===== src/sv/matrix4x4_multiply_scale_unit_defines.svh =====
// ============================================================================
// Matrix unit assertion macros
// Shared assertion helpers for the 4x4 fixed-point matrix unit.
// ============================================================================
`ifndef MATRIX4X4_MULTIPLY_SCALE_UNIT_DEFINES_SVH
`define MATRIX4X4_MULTIPLY_SCALE_UNIT_DEFINES_SVH

// The consequent must hold in the same cycle as the antecedent.
`define MAT4_ASSERT_SAME(label, clk, rst_n, ante, cons, msg) \
    label: assert property (@(posedge clk) disable iff (!rst_n) (ante) |-> (cons)) \
        else $error(msg);

// The consequent must hold in the cycle after the antecedent.
`define MAT4_ASSERT_NEXT(label, clk, rst_n, ante, cons, msg) \
    label: assert property (@(posedge clk) disable iff (!rst_n) (ante) |=> (cons)) \
        else $error(msg);

`endif


===== src/sv/mat4_pkg.sv =====
// ============================================================================
// Matrix unit package
// Operation codes, widths and the pipeline tag of the 4x4 matrix unit.
// ============================================================================
`default_nettype none

package mat4_pkg;

    localparam int unsigned DATA_W = 32;
    localparam int unsigned IDX_W  = 4;
    localparam int unsigned PROD_W = 2 * DATA_W;
    // Four products summed need two further bits.
    localparam int unsigned ACC_W  = PROD_W + 2;
    localparam int unsigned FRAC_W = 16;
    localparam int unsigned CNT_W  = 6;

    typedef enum logic [1:0] {
        FUNC_WR_LEFT  = 2'd0,
        FUNC_WR_RIGHT = 2'd1,
        FUNC_MULTIPLY = 2'd2,
        FUNC_SCALE    = 2'd3
    } func_t;

    // Travels with each memory read down the pipeline.
    typedef struct packed {
        logic             vld;
        logic             first;
        logic             last;
        logic [IDX_W-1:0] idx;
    } tag_t;

endpackage

`default_nettype wire


===== src/sv/matrix4x4_multiply_scale_unit.sv =====
// ============================================================================
// 4x4 fixed-point matrix multiply and scale unit
// Holds a left and a right Q16.16 matrix in small synchronous memories and
// emits left*right or left*scalar, floored and saturated, one run at a time.
// ============================================================================
//
//  Channel   Signals                                   Transfer when
//  -------   ---------------------------------------   -----------------------
//  command   start, busy, func, elem_index, value      start high, busy low
//  result    strobe, out_index, out_value, last        strobe high
//
// A load command writes one element and leaves busy low. A multiply command
// keeps busy high while it issues its reads, one per product term, and until
// the last sum has passed the read register, the product register and the
// accumulator. A scale command does the same with one read per element.
// The last result appears in the cycle busy falls, so the next command can
// be given while that result is shown. A multiply gives one result per four
// product terms, a scale its results in consecutive cycles; the receiver
// cannot stall them.
// Reset clears both matrices at once through per-entry valid bits.
//
`default_nettype none

module matrix4x4_multiply_scale_unit
(
    input  wire logic                             clk,
    input  wire logic                             rst_n,
    input  wire logic                             start,
    output logic                                  busy,
    input  wire mat4_pkg::func_t                  func,
    input  wire logic [mat4_pkg::IDX_W-1:0]       elem_index,
    input  wire logic signed [mat4_pkg::DATA_W-1:0] value,
    output logic                                  strobe,
    output logic [mat4_pkg::IDX_W-1:0]            out_index,
    output logic signed [mat4_pkg::DATA_W-1:0]   out_value,
    output logic                                  last
);

    import mat4_pkg::*;

    localparam int unsigned DEPTH = 1 << IDX_W;
    localparam int unsigned SH_W  = ACC_W - FRAC_W;

    // Control state.
    logic               busy_reg, busy_next;
    logic               iss_reg, iss_next;
    logic               mode_reg, mode_next;   // 1 for multiply, 0 for scale
    logic [CNT_W-1:0]   cnt_reg, cnt_next;
    logic [DATA_W-1:0]  scalar_reg;

    // Matrix memories and their valid bits.
    logic [DATA_W-1:0]  left_mem  [DEPTH];
    logic [DATA_W-1:0]  right_mem [DEPTH];
    logic [DEPTH-1:0]   left_vld_reg;
    logic [DEPTH-1:0]   right_vld_reg;
    logic [DATA_W-1:0]  left_rd_reg;
    logic [DATA_W-1:0]  right_rd_reg;
    logic               left_rdv_reg;
    logic               right_rdv_reg;

    // Pipeline.
    tag_t                     tag0, tag1_reg, tag2_reg, tag3_reg;
    logic signed [PROD_W-1:0] prod_reg;
    logic signed [ACC_W-1:0]  acc_reg;
    logic                     strobe_reg;
    logic [IDX_W-1:0]         out_index_reg;
    logic [DATA_W-1:0]        out_value_reg;
    logic                     last_reg;

    logic               accept;
    logic               wr_left;
    logic               wr_right;
    logic               start_run;
    logic               issue_end;
    logic [IDX_W-1:0]   left_addr;
    logic [IDX_W-1:0]   right_addr;
    logic [1:0]         row, col, term;
    logic [DATA_W-1:0]  op_a;
    logic [DATA_W-1:0]  op_b;
    logic [SH_W-1:0]    shifted;
    logic [DATA_W-1:0]  sat_value;
    logic               tag3_final;

    assign accept = start && !busy_reg;

    always_comb
    begin
        wr_left   = 1'b0;
        wr_right  = 1'b0;
        start_run = 1'b0;
        case (func)
            FUNC_WR_LEFT:  wr_left   = accept;
            FUNC_WR_RIGHT: wr_right  = accept;
            FUNC_MULTIPLY: start_run = accept;
            FUNC_SCALE:    start_run = accept;
            default:       start_run = 1'b0;
        endcase
    end

    // Multiply walks row, column, then term; scale walks the element index.
    assign row  = cnt_reg[5:4];
    assign col  = cnt_reg[3:2];
    assign term = cnt_reg[1:0];

    always_comb
    begin
        if (mode_reg)
        begin
            left_addr  = {row, term};
            right_addr = {term, col};
            tag0.first = (term == 2'd0);
            tag0.last  = (term == 2'd3);
            tag0.idx   = {row, col};
            issue_end  = (cnt_reg == CNT_W'(DEPTH * 4 - 1));
        end
        else
        begin
            left_addr  = cnt_reg[IDX_W-1:0];
            right_addr = cnt_reg[IDX_W-1:0];
            tag0.first = 1'b1;
            tag0.last  = 1'b1;
            tag0.idx   = cnt_reg[IDX_W-1:0];
            issue_end  = (cnt_reg[IDX_W-1:0] == IDX_W'(DEPTH - 1));
        end
        tag0.vld = iss_reg;
    end

    assign tag3_final = tag3_reg.vld && tag3_reg.last && (tag3_reg.idx == IDX_W'(DEPTH - 1));

    always_comb
    begin
        busy_next = busy_reg;
        iss_next  = iss_reg;
        mode_next = mode_reg;
        cnt_next  = cnt_reg;
        if (start_run)
        begin
            busy_next = 1'b1;
            iss_next  = 1'b1;
            mode_next = (func == FUNC_MULTIPLY);
            cnt_next  = '0;
        end
        else if (iss_reg)
        begin
            cnt_next = cnt_reg + CNT_W'(1);
            if (issue_end)
            begin
                iss_next = 1'b0;
            end
        end
        // The final sum leaves the accumulator: the run is complete.
        if (tag3_final)
        begin
            busy_next = 1'b0;
        end
    end

    always_ff @(posedge clk or negedge rst_n)
    begin
        if (!rst_n)
        begin
            busy_reg      <= 1'b0;
            iss_reg       <= 1'b0;
            mode_reg      <= 1'b0;
            cnt_reg       <= '0;
            left_vld_reg  <= '0;
            right_vld_reg <= '0;
            tag1_reg      <= '0;
            tag2_reg      <= '0;
            tag3_reg      <= '0;
            strobe_reg    <= 1'b0;
        end
        else
        begin
            busy_reg   <= busy_next;
            iss_reg    <= iss_next;
            mode_reg   <= mode_next;
            cnt_reg    <= cnt_next;
            tag1_reg   <= tag0;
            tag2_reg   <= tag1_reg;
            tag3_reg   <= tag2_reg;
            strobe_reg <= tag3_reg.vld && tag3_reg.last;
            if (wr_left)
            begin
                left_vld_reg[elem_index] <= 1'b1;
            end
            if (wr_right)
            begin
                right_vld_reg[elem_index] <= 1'b1;
            end
        end
    end

    // Memories: one write and one registered read per cycle each. Writes only
    // happen while idle; the reads run every cycle but are used only during a run.
    always_ff @(posedge clk)
    begin
        if (wr_left)
        begin
            left_mem[elem_index] <= value;
        end
        if (wr_right)
        begin
            right_mem[elem_index] <= value;
        end
        left_rd_reg   <= left_mem[left_addr];
        right_rd_reg  <= right_mem[right_addr];
        left_rdv_reg  <= left_vld_reg[left_addr];
        right_rdv_reg <= right_vld_reg[right_addr];
    end

    // An entry never written since reset reads as zero.
    assign op_a = left_rdv_reg ? left_rd_reg : '0;
    assign op_b = mode_reg ? (right_rdv_reg ? right_rd_reg : '0) : scalar_reg;

    // Floor division by 2^16 is an arithmetic shift of the exact sum.
    assign shifted = acc_reg[ACC_W-1:FRAC_W];

    always_comb
    begin
        if ((&shifted[SH_W-1:DATA_W-1]) || !(|shifted[SH_W-1:DATA_W-1]))
        begin
            sat_value = shifted[DATA_W-1:0];
        end
        else if (shifted[SH_W-1])
        begin
            sat_value = {1'b1, {(DATA_W-1){1'b0}}};
        end
        else
        begin
            sat_value = {1'b0, {(DATA_W-1){1'b1}}};
        end
    end

    always_ff @(posedge clk)
    begin
        if (start_run)
        begin
            scalar_reg <= value;
        end
        prod_reg <= $signed(op_a) * $signed(op_b);
        if (tag2_reg.first)
        begin
            acc_reg <= ACC_W'(prod_reg);
        end
        else
        begin
            acc_reg <= acc_reg + ACC_W'(prod_reg);
        end
        out_index_reg <= tag3_reg.idx;
        out_value_reg <= sat_value;
        last_reg      <= tag3_final;
    end

    assign busy      = busy_reg;
    assign strobe    = strobe_reg;
    assign out_index = out_index_reg;
    assign out_value = out_value_reg;
    assign last      = strobe_reg && last_reg;

`include "matrix4x4_multiply_scale_unit_defines.svh"

    `MAT4_ASSERT_NEXT(a_run_sets_busy, clk, rst_n, start_run, busy_reg, "run did not raise busy")
    `MAT4_ASSERT_NEXT(a_load_stays_idle, clk, rst_n, wr_left || wr_right, !busy_reg, "load raised busy")
    `MAT4_ASSERT_SAME(a_last_index, clk, rst_n, strobe && last, out_index == IDX_W'(DEPTH - 1), "last on wrong index")
    `MAT4_ASSERT_SAME(a_last_idle, clk, rst_n, strobe && last, !busy_reg && !iss_reg, "last while run active")
    `MAT4_ASSERT_SAME(a_no_issue_idle, clk, rst_n, iss_reg, busy_reg, "reads issued while idle")

endmodule

`default_nettype wire

===== config.mk =====
export PLATFORM = sky130hd
export DESIGN_NAME = matrix4x4_multiply_scale_unit
export DESIGN_NICKNAME = d
export VERILOG_FILES = /design/src/sv/mat4_pkg.sv /design/src/sv/matrix4x4_multiply_scale_unit.sv
export VERILOG_INCLUDE_DIRS = /design/src /design/src/sv
export SDC_FILE = /design/constraint.sdc
export NUM_CORES = 2
export LEC_CHECK = 0
export CAP_MARGIN = 20
export CORE_ASPECT_RATIO = 0.6
export CORE_MARGIN = 10
export CORE_UTILIZATION = 25
export DETAILED_ROUTE_END_ITERATION = 7
export DONT_BUFFER_PORTS = 1
export GPL_TIMING_DRIVEN = 0
export PLACE_DENSITY_LB_ADDON = 0.05
export SYNTH_ARGS = -nofsm -noshare
export SYNTH_HDL_FRONTEND = slang
export SYNTH_SLANG_ARGS = --single-unit

===== constraint.sdc =====
create_clock -name clk -period 10.6 [get_ports clk]
set_clock_uncertainty 0.1 [all_clocks]
set_input_delay 1.06 -clock clk [delete_from_list [all_inputs] [get_ports clk]]
set_output_delay 1.06 -clock clk [all_outputs]
set_load 0.05 [all_outputs]

==> results.cfg <==
[run_status]
status = completed

[synth]
yosys_warnings = 0
synthArstFlopShare = 0.0459
synth_nets = 9110
post_synth_instance_area_um2 = 88400
synth_cell_types = 82
ys_seq_area_frac = 0.429
synth-edff-count = 1056
synth_flop_cell = edfxtp_1
ys_ff_latch = 1351
syn_inst = 7735
synth_area_per_cell_um2 = 11.4

[global_routing]
grt_usage = 0.200
grt_pass1_wl_um = 529000
grt_start_max_net_pins = 63
first_global_vias = 62800
antenna_found_initial = 38
grt-ovfl-total = 0

[routing]
drcViolationCount = 0
via_count = 61200
drtIter0Drc = 5823
wl_per_cell_um = 29.6
wl_um = 382000
vias_per_cell = 4.75
dr.pass1.iters = 8
ant_nets = 0

[floorplan]
die_y_um = 481
die-area_um2 = 379000
core_um2 = 353000
start_util = 0.251
die_w_um = 788
io_pins = 80
rows = 169

[sta]
slew_headroom = 0.157
fin_crit_sh = 0.979
fmax_mhz = 96.4
rsz0062_at_grt = no
post-route-min-period_ps = 10380
slew_violations = 0
tightestPinTransition_ps = 1260
hold_viol = 0
finalSetupViolations = 0

[worst_setup_path]
cpMaxStageDelayCell = fa_1
startpoint_type = flip-flop
path_common_cell = fa_1
crit_fanout = 10
crit_required_ps = 11200
worstSetupPathType = reg -> reg
arrival_ps = 10980
slowest_delay_ps = 600
cp-end-kind = flip-flop
reg2regPathDepth = 30

[job]
drv_cap = 0

[clocking]
numCtsBuffers = 155
cts.sinks = 1351
clk_pin_slew_ps = 60
clock_path_buffers = 4
h-tree-depth = 4
cts_tree = built
clk_latency_ps = 840
ctsRootBufferMaster = clkbuf_16

[placement]
gp_congestion = 0.927
placement.io_buffers = 0
dp_hpwl_um = 312000
placed_cells = 12600

[finish]
area_growth_pct = 16.3
nNetsFinal = 9433
final_core_util = 0.292
instances_no_fill = 12900
drive_gt1_frac = 0.0925

[hold_path]
hold_path.class = in -> reg
whs_path_depth = 0
[cells in the final DEF (no fill, tap or decap), types with 66 or more instances in the layout]
cell type  Yosys  final
a21o_1       117    117
a21oi_1      215    213
a311oi_1      71     71
a31oi_1      109    108
and3_1       181    181
buf_8          0     96
clkbuf_1     336    292
clkbuf_16      0    159
clkbuf_2       0     68
dfxtp_1      233    232
edfxtp_1    1056   1056
fa_1        1083   1080
ha_1         251    251
inv_1       1052   1050
mux4_2       132    132
nand2_1     1388   1379
nor2_1       633    601
o21ai_0       94     91
xnor2_1       66     66
[critical path: cells and delay by family (launching register included)]
family	cells	cell delay (ps)
AO/OA/AOI/OAI	2	670
buffers and inverters	10	2020
flip-flops	1	540
multiplexers	1	90
AND/OR/NAND/NOR	8	2320
adder cells (fa/ha/maj)	9	4360
[worst paths after layout]
| kind | start | endpoint | slack (ps) |
|---|---|---|---|
| max | left_rdv_reg | prod_reg[50] | 220 |
| min | value[16] | left_mem[3][16] | 220 |
| max reg2reg | left_rdv_reg | prod_reg[50] | 220 |
| min reg2reg | tag2_reg[6] | tag3_reg[6] | 250 |
| max in group asynchronous | rst_n | tag2_reg[5] | 9350 |
| min in group asynchronous | rst_n | tag1_reg[0] | 650 |
[stage by stage]
step / area, um^2 / setup WS (ps) / hold WS, ps / TNS, ps
floorplan: 88400 / 1860 / 231 / 0
global placement: 94300 / -3600 / 236 / -82690
detailed placement: 97100 / -2670 / 235 / -44000
CTS: 102000 / 3.64 / 147 / 0
global route: 103000 / 9.52 / 156 / 0
finish: 103000 / 222 / 219 / 0
[timing repair]
action	4_1_cts	5_1_grt
gates cloned	0	0
pin swaps	2	3
hold buffers	2	0
gates resized for setup	118	76
endpoints found under the hold margin	62	0
endpoints found under the setup margin	40	23
buffers inserted	4	6
[cell type report]
cell class	instances	area [um^2]
multi-input combinational	4932	45500
inverter	1054	3970
tap	4702	5880
fill	36600	250000
sequential	1351	37900
timing repair buffer	173	2810
antenna	22	55.1
clock buffer	215	4360
clock inverter	61	679
buffer	391	1620
[cell usage after synthesis, types with 23 or more instances]
cell | n | area (um^2)
fa_1 | 1083 | 21700
o21ai_1 | 60 | 300
nor3_1 | 27 | 135
clkbuf_1 | 336 | 1260
buf_1 | 56 | 210
xor2_1 | 54 | 473
nor2_1 | 633 | 2380
dfxtp_1 | 233 | 4660
xnor2_1 | 66 | 578
and2_1 | 51 | 319
a211oi_1 | 45 | 338
a21o_1 | 117 | 878
edfxtp_1 | 1056 | 31700
nand4_1 | 33 | 206
o21bai_1 | 23 | 173
o21ai_0 | 94 | 470
o21a_1 | 48 | 360
inv_1 | 1052 | 3950
mux4_2 | 132 | 2970
nand2_1 | 1388 | 5210
dfrtp_1 | 62 | 1550
or2_2 | 38 | 238
a21oi_1 | 215 | 1080
and3_1 | 181 | 1130
a311oi_1 | 71 | 622
ha_1 | 251 | 3140
a31oi_1 | 109 | 682
[per-layer routing]
layer  GRT usage  vias up  part of all wire
met3      0.0615      283             0.095
met4      0.0253        0             0.012
met1       0.344    32600              0.56
met2       0.233     2164              0.33
met5           0        -                 0
li1            -    26200                 -
[kinds of logic (layout without fill, tap and decap cells)]
family / after synthesis / in the layout / share of synthesized area
simple gates: 2455 / 2455 / 0.117
buf+inv: 1452 / 1894 / 0.0617
fa+ha+maj: 1334 / 1334 / 0.281
flops: 1351 / 1351 / 0.429
other cells: 0 / 22 / 0
xor+xnor: 120 / 120 / 0.0119
mux: 138 / 138 / 0.0343
compound gates: 885 / 885 / 0.0658
Power is left out: the tool's default activity adds up to more than one toggle a clock period on the data nets, which glitch-free logic cannot reach.
